<file path="src/rtl/rgb2hsv_pkg.sv">
package rgb2hsv_pkg;

    localparam int PixW        = 8;
    localparam int QuoW        = 16;
    localparam int DenW        = 11;
    localparam int DivSteps    = 4;
    localparam int DivStages   = QuoW / DivSteps;
    // two prep stages, the divider stages, one output register
    localparam int PipeLatency = 2 + DivStages + 1;

    // one restoring divider lane: remainder, divisor, quotient so far,
    // and dividend bits still to shift in
    typedef struct packed {
        logic [DenW-1:0] rem;
        logic [DenW-1:0] den;
        logic [QuoW-1:0] quo;
        logic [QuoW-1:0] dvd;
    } t_div_lane;

    // payload carried down the divider pipeline
    typedef struct packed {
        logic            zero;
        logic            hue_full;
        logic [PixW-1:0] value;
        t_div_lane       hue;
        t_div_lane       sat;
    } t_div_data;

    // one quotient bit of restoring division
    function automatic t_div_lane div_step(t_div_lane l);
        logic [DenW:0] trial;
        t_div_lane     o;
        trial = {l.rem, l.dvd[QuoW-1]};
        o     = l;
        o.dvd = {l.dvd[QuoW-2:0], 1'b0};
        if (trial >= {1'b0, l.den}) begin
            o.rem = DenW'(trial - {1'b0, l.den});
            o.quo = {l.quo[QuoW-2:0], 1'b1};
        end else begin
            o.rem = trial[DenW-1:0];
            o.quo = {l.quo[QuoW-2:0], 1'b0};
        end
        return o;
    endfunction

endpackage

</file>
<file path="src/rtl/rgb2hsv_prep.sv">
module rgb2hsv_prep
    import rgb2hsv_pkg::*;
(
    input  logic            i_clk,
    input  logic            i_rst_n,
    input  logic            i_valid,
    input  logic [PixW-1:0] i_red,
    input  logic [PixW-1:0] i_green,
    input  logic [PixW-1:0] i_blue,
    output logic            o_valid,
    output t_div_data       o_data
);

    // stage A: order the components with two conditional swaps
    logic            n_a_sw1, n_a_sw2;
    logic [PixW-1:0] n_a_hi, n_a_mid, n_a_lo, g1;
    logic            r_a_valid, r_a_sw1, r_a_sw2;
    logic [PixW-1:0] r_a_hi, r_a_mid, r_a_lo;

    always_comb begin
        n_a_sw1 = i_green < i_blue;
        g1      = n_a_sw1 ? i_blue  : i_green;
        n_a_lo  = n_a_sw1 ? i_green : i_blue;
        n_a_sw2 = i_red < g1;
        n_a_hi  = n_a_sw2 ? g1    : i_red;
        n_a_mid = n_a_sw2 ? i_red : g1;
    end

    always_ff @(posedge i_clk) begin
        if (!i_rst_n) begin
            r_a_valid <= 1'b0;
        end else begin
            r_a_valid <= i_valid;
        end
    end

    always_ff @(posedge i_clk) begin
        r_a_sw1 <= n_a_sw1;
        r_a_sw2 <= n_a_sw2;
        r_a_hi  <= n_a_hi;
        r_a_mid <= n_a_mid;
        r_a_lo  <= n_a_lo;
    end

    // stage B: chroma, hue numerator magnitude, divider lane setup
    logic [PixW-1:0]      mn, chroma;
    logic [DenW-1:0]      c6;
    logic signed [11:0]   diff, c2s, c4s, c6s, num;
    logic [11:0]          num_abs;
    logic [DenW-1:0]      mag;
    logic [PixW+QuoW-1:0] sat_num;
    t_div_data            n_b_data;
    logic                 r_b_valid;
    t_div_data            r_b_data;

    always_comb begin
        mn      = (r_a_mid < r_a_lo) ? r_a_mid : r_a_lo;
        chroma  = r_a_hi - mn;
        c6      = {1'b0, chroma, 2'b00} + {2'b00, chroma, 1'b0};
        diff    = $signed({4'b0000, r_a_mid}) - $signed({4'b0000, r_a_lo});
        c2s     = $signed({3'b000, chroma, 1'b0});
        c4s     = $signed({2'b00, chroma, 2'b00});
        c6s     = $signed({1'b0, c6});
        // hue offset 6K follows from which swaps were taken
        unique case ({r_a_sw1, r_a_sw2})
            2'b00:   num = diff;
            2'b10:   num = diff - c6s;
            2'b01:   num = diff - c2s;
            default: num = diff + c4s;
        endcase
        num_abs = num[11] ? 12'(-num) : num;
        mag     = num_abs[DenW-1:0];
        sat_num = {chroma, {QuoW{1'b0}}} - {{QuoW{1'b0}}, chroma};

        n_b_data.zero     = (chroma == '0);
        n_b_data.hue_full = (mag == c6);
        n_b_data.value    = r_a_hi;
        n_b_data.hue.rem  = mag;
        n_b_data.hue.den  = c6;
        n_b_data.hue.quo  = '0;
        n_b_data.hue.dvd  = '0;
        // top bits of the saturation dividend are already below the divisor
        n_b_data.sat.rem  = {{(DenW-PixW){1'b0}}, sat_num[PixW+QuoW-1:QuoW]};
        n_b_data.sat.den  = {{(DenW-PixW){1'b0}}, r_a_hi};
        n_b_data.sat.quo  = '0;
        n_b_data.sat.dvd  = sat_num[QuoW-1:0];
    end

    always_ff @(posedge i_clk) begin
        if (!i_rst_n) begin
            r_b_valid <= 1'b0;
        end else begin
            r_b_valid <= r_a_valid;
        end
    end

    always_ff @(posedge i_clk) begin
        r_b_data <= n_b_data;
    end

    assign o_valid = r_b_valid;
    assign o_data  = r_b_data;

endmodule

</file>
<file path="src/rtl/rgb2hsv_div_stage.sv">
module rgb2hsv_div_stage
    import rgb2hsv_pkg::*;
(
    input  logic      i_clk,
    input  logic      i_rst_n,
    input  logic      i_valid,
    input  t_div_data i_data,
    output logic      o_valid,
    output t_div_data o_data
);

    t_div_data n_data;
    logic      r_valid;
    t_div_data r_data;

    // advance both divider lanes by DivSteps quotient bits
    always_comb begin
        n_data = i_data;
        for (int i = 0; i < DivSteps; i++) begin
            n_data.hue = div_step(n_data.hue);
            n_data.sat = div_step(n_data.sat);
        end
    end

    always_ff @(posedge i_clk) begin
        if (!i_rst_n) begin
            r_valid <= 1'b0;
        end else begin
            r_valid <= i_valid;
        end
    end

    always_ff @(posedge i_clk) begin
        r_data <= n_data;
    end

    assign o_valid = r_valid;
    assign o_data  = r_data;

endmodule

</file>
<file path="src/rtl/rgb_to_hsv_converter_unit.sv">
// Channel   Handshake                   Ports
// input     start, accepted if !busy    i_red_in, i_green_in, i_blue_in
// result    o_result_strobe, one cycle  o_hue_out, o_saturation_out, o_value_out
//
// One transaction enters every clock; busy is always low.
// Pipeline: two prep stages, four divider stages of four
// quotient bits each (both dividers side by side), one output register.
// Synchronous reset clears the valid bits only; nothing stalls downstream.
module rgb_to_hsv_converter_unit
    import rgb2hsv_pkg::*;
(
    input  logic            i_clk,
    input  logic            i_rst_n,
    input  logic            start,
    output logic            busy,
    input  logic [PixW-1:0] i_red_in,
    input  logic [PixW-1:0] i_green_in,
    input  logic [PixW-1:0] i_blue_in,
    output logic            o_result_strobe,
    output logic [QuoW-1:0] o_hue_out,
    output logic [QuoW-1:0] o_saturation_out,
    output logic [PixW-1:0] o_value_out
);

    logic      s_valid [0:DivStages];
    t_div_data s_data  [0:DivStages];

    assign busy = 1'b0;

    // sort components and set up the dividers
    rgb2hsv_prep u_prep (
        .i_clk   (i_clk),
        .i_rst_n (i_rst_n),
        .i_valid (start),
        .i_red   (i_red_in),
        .i_green (i_green_in),
        .i_blue  (i_blue_in),
        .o_valid (s_valid[0]),
        .o_data  (s_data[0])
    );

    // divider pipeline
    for (genvar k = 0; k < DivStages; k++) begin : g_div
        rgb2hsv_div_stage u_div (
            .i_clk   (i_clk),
            .i_rst_n (i_rst_n),
            .i_valid (s_valid[k]),
            .i_data  (s_data[k]),
            .o_valid (s_valid[k+1]),
            .o_data  (s_data[k+1])
        );
    end

    // output register: force gray to zero, saturate a full-turn hue
    logic            r_strobe;
    logic [QuoW-1:0] r_hue, r_sat, n_hue, n_sat;
    logic [PixW-1:0] r_value;

    always_comb begin
        priority if (s_data[DivStages].zero) begin
            n_hue = '0;
            n_sat = '0;
        end else if (s_data[DivStages].hue_full) begin
            n_hue = '1;
            n_sat = s_data[DivStages].sat.quo;
        end else begin
            n_hue = s_data[DivStages].hue.quo;
            n_sat = s_data[DivStages].sat.quo;
        end
    end

    always_ff @(posedge i_clk) begin
        if (!i_rst_n) begin
            r_strobe <= 1'b0;
        end else begin
            r_strobe <= s_valid[DivStages];
        end
    end

    always_ff @(posedge i_clk) begin
        r_hue   <= n_hue;
        r_sat   <= n_sat;
        r_value <= s_data[DivStages].value;
    end

    assign o_result_strobe  = r_strobe;
    assign o_hue_out        = r_hue;
    assign o_saturation_out = r_sat;
    assign o_value_out      = r_value;

endmodule

</file>
<file path="config.mk">
export PLATFORM = sky130hd
export DESIGN_NAME = rgb_to_hsv_converter_unit
export DESIGN_NICKNAME = d
export VERILOG_FILES = /design/src/rtl/rgb2hsv_pkg.sv /design/src/rtl/rgb2hsv_prep.sv /design/src/rtl/rgb2hsv_div_stage.sv /design/src/rtl/rgb_to_hsv_converter_unit.sv
export SDC_FILE = /design/constraint.sdc
export NUM_CORES = 1
export LEC_CHECK = 0
export BUFFER_PORTS_ARGS = -buffer_cell sky130_fd_sc_hd__buf_2
export CORE_ASPECT_RATIO = 0.6
export CORE_UTILIZATION = 40
export CTS_CLUSTER_DIAMETER = 60
export DETAILED_ROUTE_END_ITERATION = 12
export PLACE_DENSITY_LB_ADDON = 0.25
export SETUP_SLACK_MARGIN = 0.1
export SYNTH_ARGS = -nofsm -noshare
export SYNTH_HDL_FRONTEND = slang
export SYNTH_SLANG_ARGS = --single-unit
export TNS_END_PERCENT = 20
</file>
<file path="constraint.sdc">
create_clock -name i_clk -period 10.5 [get_ports i_clk]
set_clock_uncertainty 0.05 [all_clocks]
set_input_delay 2.1 -clock i_clk [delete_from_list [all_inputs] [get_ports i_clk]]
set_output_delay 2.1 -clock i_clk [all_outputs]
set_load 0.05 [all_outputs]
</file>
==> impl_results.md <==
* Setup TNS at 0 ns
* Layout cells sized above 1 at between 10% and 20%
* RSZ-0062 raised after global routing: yes
* R2R depth at 38
* Gate Count Post-Synth at about 3.1k
* Worst skew pair latency at ~0.61 ns
* Final hold viol count at 0
* Part of the Yosys area used for sequential elements at 26.4%
* # diodes at 0
* CP endpoint kind: register
* Predominant post-synthesis flop cell: dfxtp_1
* Syn nets at around 3.5k
* Syn Area/Cell at 8.60 µm²
* Met3 Use GR at under 10%
* H-tree depth at 2
* Layout area overhead at 11.5%
* Final Max Tran Viols at 0
* Synth async-reset ratio at 0%
* M2 GR Usage at 23.1%
* Status: complete, no violations
* # Max-Cap Violations at 0
* Initial antenna violation count at 0
* Clock buffer depth at 3
* Seq cells post-synth at approximately 360
* Count leader, synth: dfxtp_1
* Number of synthesized flops with an enable pin at 0
* Ports at 69
* Max Freq at ~0.10 GHz
* Routed wire length at 69.2 mm
* Clk sink count at 356
* Required time of the critical path at 10.94 ns
* DR iter-0 viols at 1868
* Dpl hpwl at 55.8 mm
* Root buf cell: clkbuf_16
* Starting Density at around 41%
* Vias in the first global route at 19.9k
* GRT Overall Usage at 20.2%
* Top cells by count, synth: dfxtp_1 (356), ha_1 (345), inv_1 (272), nor2_1 (259), a21oi_1 (217)
* Post-Syn Area at 0.0270 mm²
* Hold depth at 0
* Vias post-DR at between 20k and 25k
* Layout fillers at 6548
* NumNets Final at roughly 3.6k
* First-pass GRT wire length at 111 mm
* Area contributors post-synth: dfxtp_1 (26%), ha_1 (16%), mux2_2 (4.5%)
* Worst EP arrival at 10.03 ns
* Number of I/O port buffers at 67
* Worst slew pin tran at 0.863 ns
* Die height at 203 µm
* Detail Route Antenna Nets at 0
* Die width at between 300 and 400 µm
* Hold slack at 0.260 ns
* Area share of the largest cell type after synthesis at 26.4%
* Worst-path clk slew at roughly 0.070 ns
* GRT overflow at 0
* Netlist cell types at about 120
* Slew margin rel. at a little over two fifths
* CP Class: register to register
* R2R setup slack at a little over 0.9 ns
* Routability congestion estimate at 0.922
* Area leader, netlist: dfxtp_1
* Hold_buf cts at 0
* DR vias/cell at roughly 5.3
* GR peak layer: met1
* Core Rows at 73
* Worst stage delay on the critical path at 0.53 ns
* Largest net degree at the start of global routing at 33
* DRC errors left at 0
* DIE AREA at between 0.06 and 0.07 mm²
* CTS tree: done
* Worst path most repeated cell: nor2b_1
* Worst setup SP type: register
* Total iterations of the first detailed-routing run at 5
* Routed length per instance at approximately 17 µm
* Slowest CP cell: and4bb_2
* Post-route minimum period at 9.59 ns
* Min-Delay Path Class: register to register
* CP max FO at 11
* Crit share post-route at 91.3%
* Met1 usage at 35.6%
* YS warnings at 0
* # setup viols final at 0
* Core area at 0.0665 mm²
* CTS buffer count at 42
layout make-up:
type                            instances  area, µm²  area share [%]
Multi-Input combinational cell       2445      18600            61.7
Clock buffer                           48       1130            3.77
Clock inverter                         26        442            1.47
Tap cell                              900       1130            3.74
Sequential cell                       356       7130            23.7
Timing Repair Buffer                  107        636            2.11
Inverter                              281       1050            3.50
worst max-delay path: cells and delay by family (launching register included):
kind | cells | cell delay (ns)
AO/OA/AOI/OAI | 15 | 3.40
AND/OR/NAND/NOR | 14 | 2.97
adder cells (fa/ha/maj) | 4 | 1.46
multiplexers | 3 | 0.77
XOR/XNOR | 1 | 0.15
buffers and inverters | 1 | 0.21
flip-flops | 1 | 0.45
metrics by stage:
step / setup WS, ns / instance area (µm²) / cells / util (%)
floorplan: 1.35 / 27000 / 3136 / -
global placement: 0.817 / 28400 / 4084 / 42.8
detailed placement: 0.780 / 28400 / 4084 / 42.8
CTS: 0.726 / 30000 / 4158 / 45.1
global route: 0.0709 / 30100 / 4163 / 45.3
finish: 0.908 / 30100 / 4163 / 45.3
registers in the layout (all words and copies together) (netlist names):
signal	cells
g_div.u_div.o_data	231
g_div.u_div.o_valid	4
o_hue_out	16
o_result_strobe	1
o_saturation_out	16
o_value_out	8
u_prep.o_data	52
u_prep.o_valid	1
u_prep.r_a_hi	8
u_prep.r_a_lo	8
u_prep.r_a_mid	8
u_prep.r_a_sw1	1
u_prep.r_a_sw2	1
u_prep.r_a_valid	1
worst paths after layout:
| check | end | start |
|---|---|---|
| worst max register to register | g_div[2].u_div.o_data[52] | g_div[1].u_div.o_data[109] |
| worst max-delay path | g_div[2].u_div.o_data[52] | g_div[1].u_div.o_data[109] |
| worst min register to register | g_div[0].u_div.o_data[15] | u_prep.o_data[11] |
| worst min-delay path | g_div[0].u_div.o_data[15] | u_prep.o_data[11] |
what timing repair did:
item | CTS | global route
setup endpoints to repair | 0 | 29
hold endpoints to repair | 0 | 0
setup buffers | 0 | 5
resized for setup | 0 | 12
routing by layer:
metal  wire [µm]  part of all wire (%)
met1       41100                    59
met2       22100                    32
met3        5030                   7.3
met4         981                   1.4
met5           0                     0
kinds of logic (layout without fill, tap and decap cells):
kind of cell,count (synthesis),after routing,share of synthesized area (%)
flops,356,356,26.4
other cells,1,1,0.0139
xor+xnor,213,213,7.17
simple gates,855,855,15.9
mux,183,183,7.52
buf+inv,335,462,4.90
fa+ha+maj,373,373,18.0
compound gates,820,820,20.1
cell usage in the layout, fill, tap and decap left out, types with 46 or more instances in the layout:
cell type  netlist  final
xor2_1          71     71
mux2_2         109    109
nand2_1        174    173
nor3_1          56     55
a21oi_1        217    217
o21a_1          46     46
a21o_1          81     81
nand2b_1        70     70
o21ai_0        177    175
xnor2_1        136    136
nand4_1         50     50
mux2i_1         49     49
ha_1           345    345
inv_1          272    272
nor2_1         259    259
buf_2           15     67
dfxtp_1        356    355
nor2b_1         87     86
Power is not shown: default switching activity piles up to over one toggle a cycle in this logic, so the estimate is an artifact.
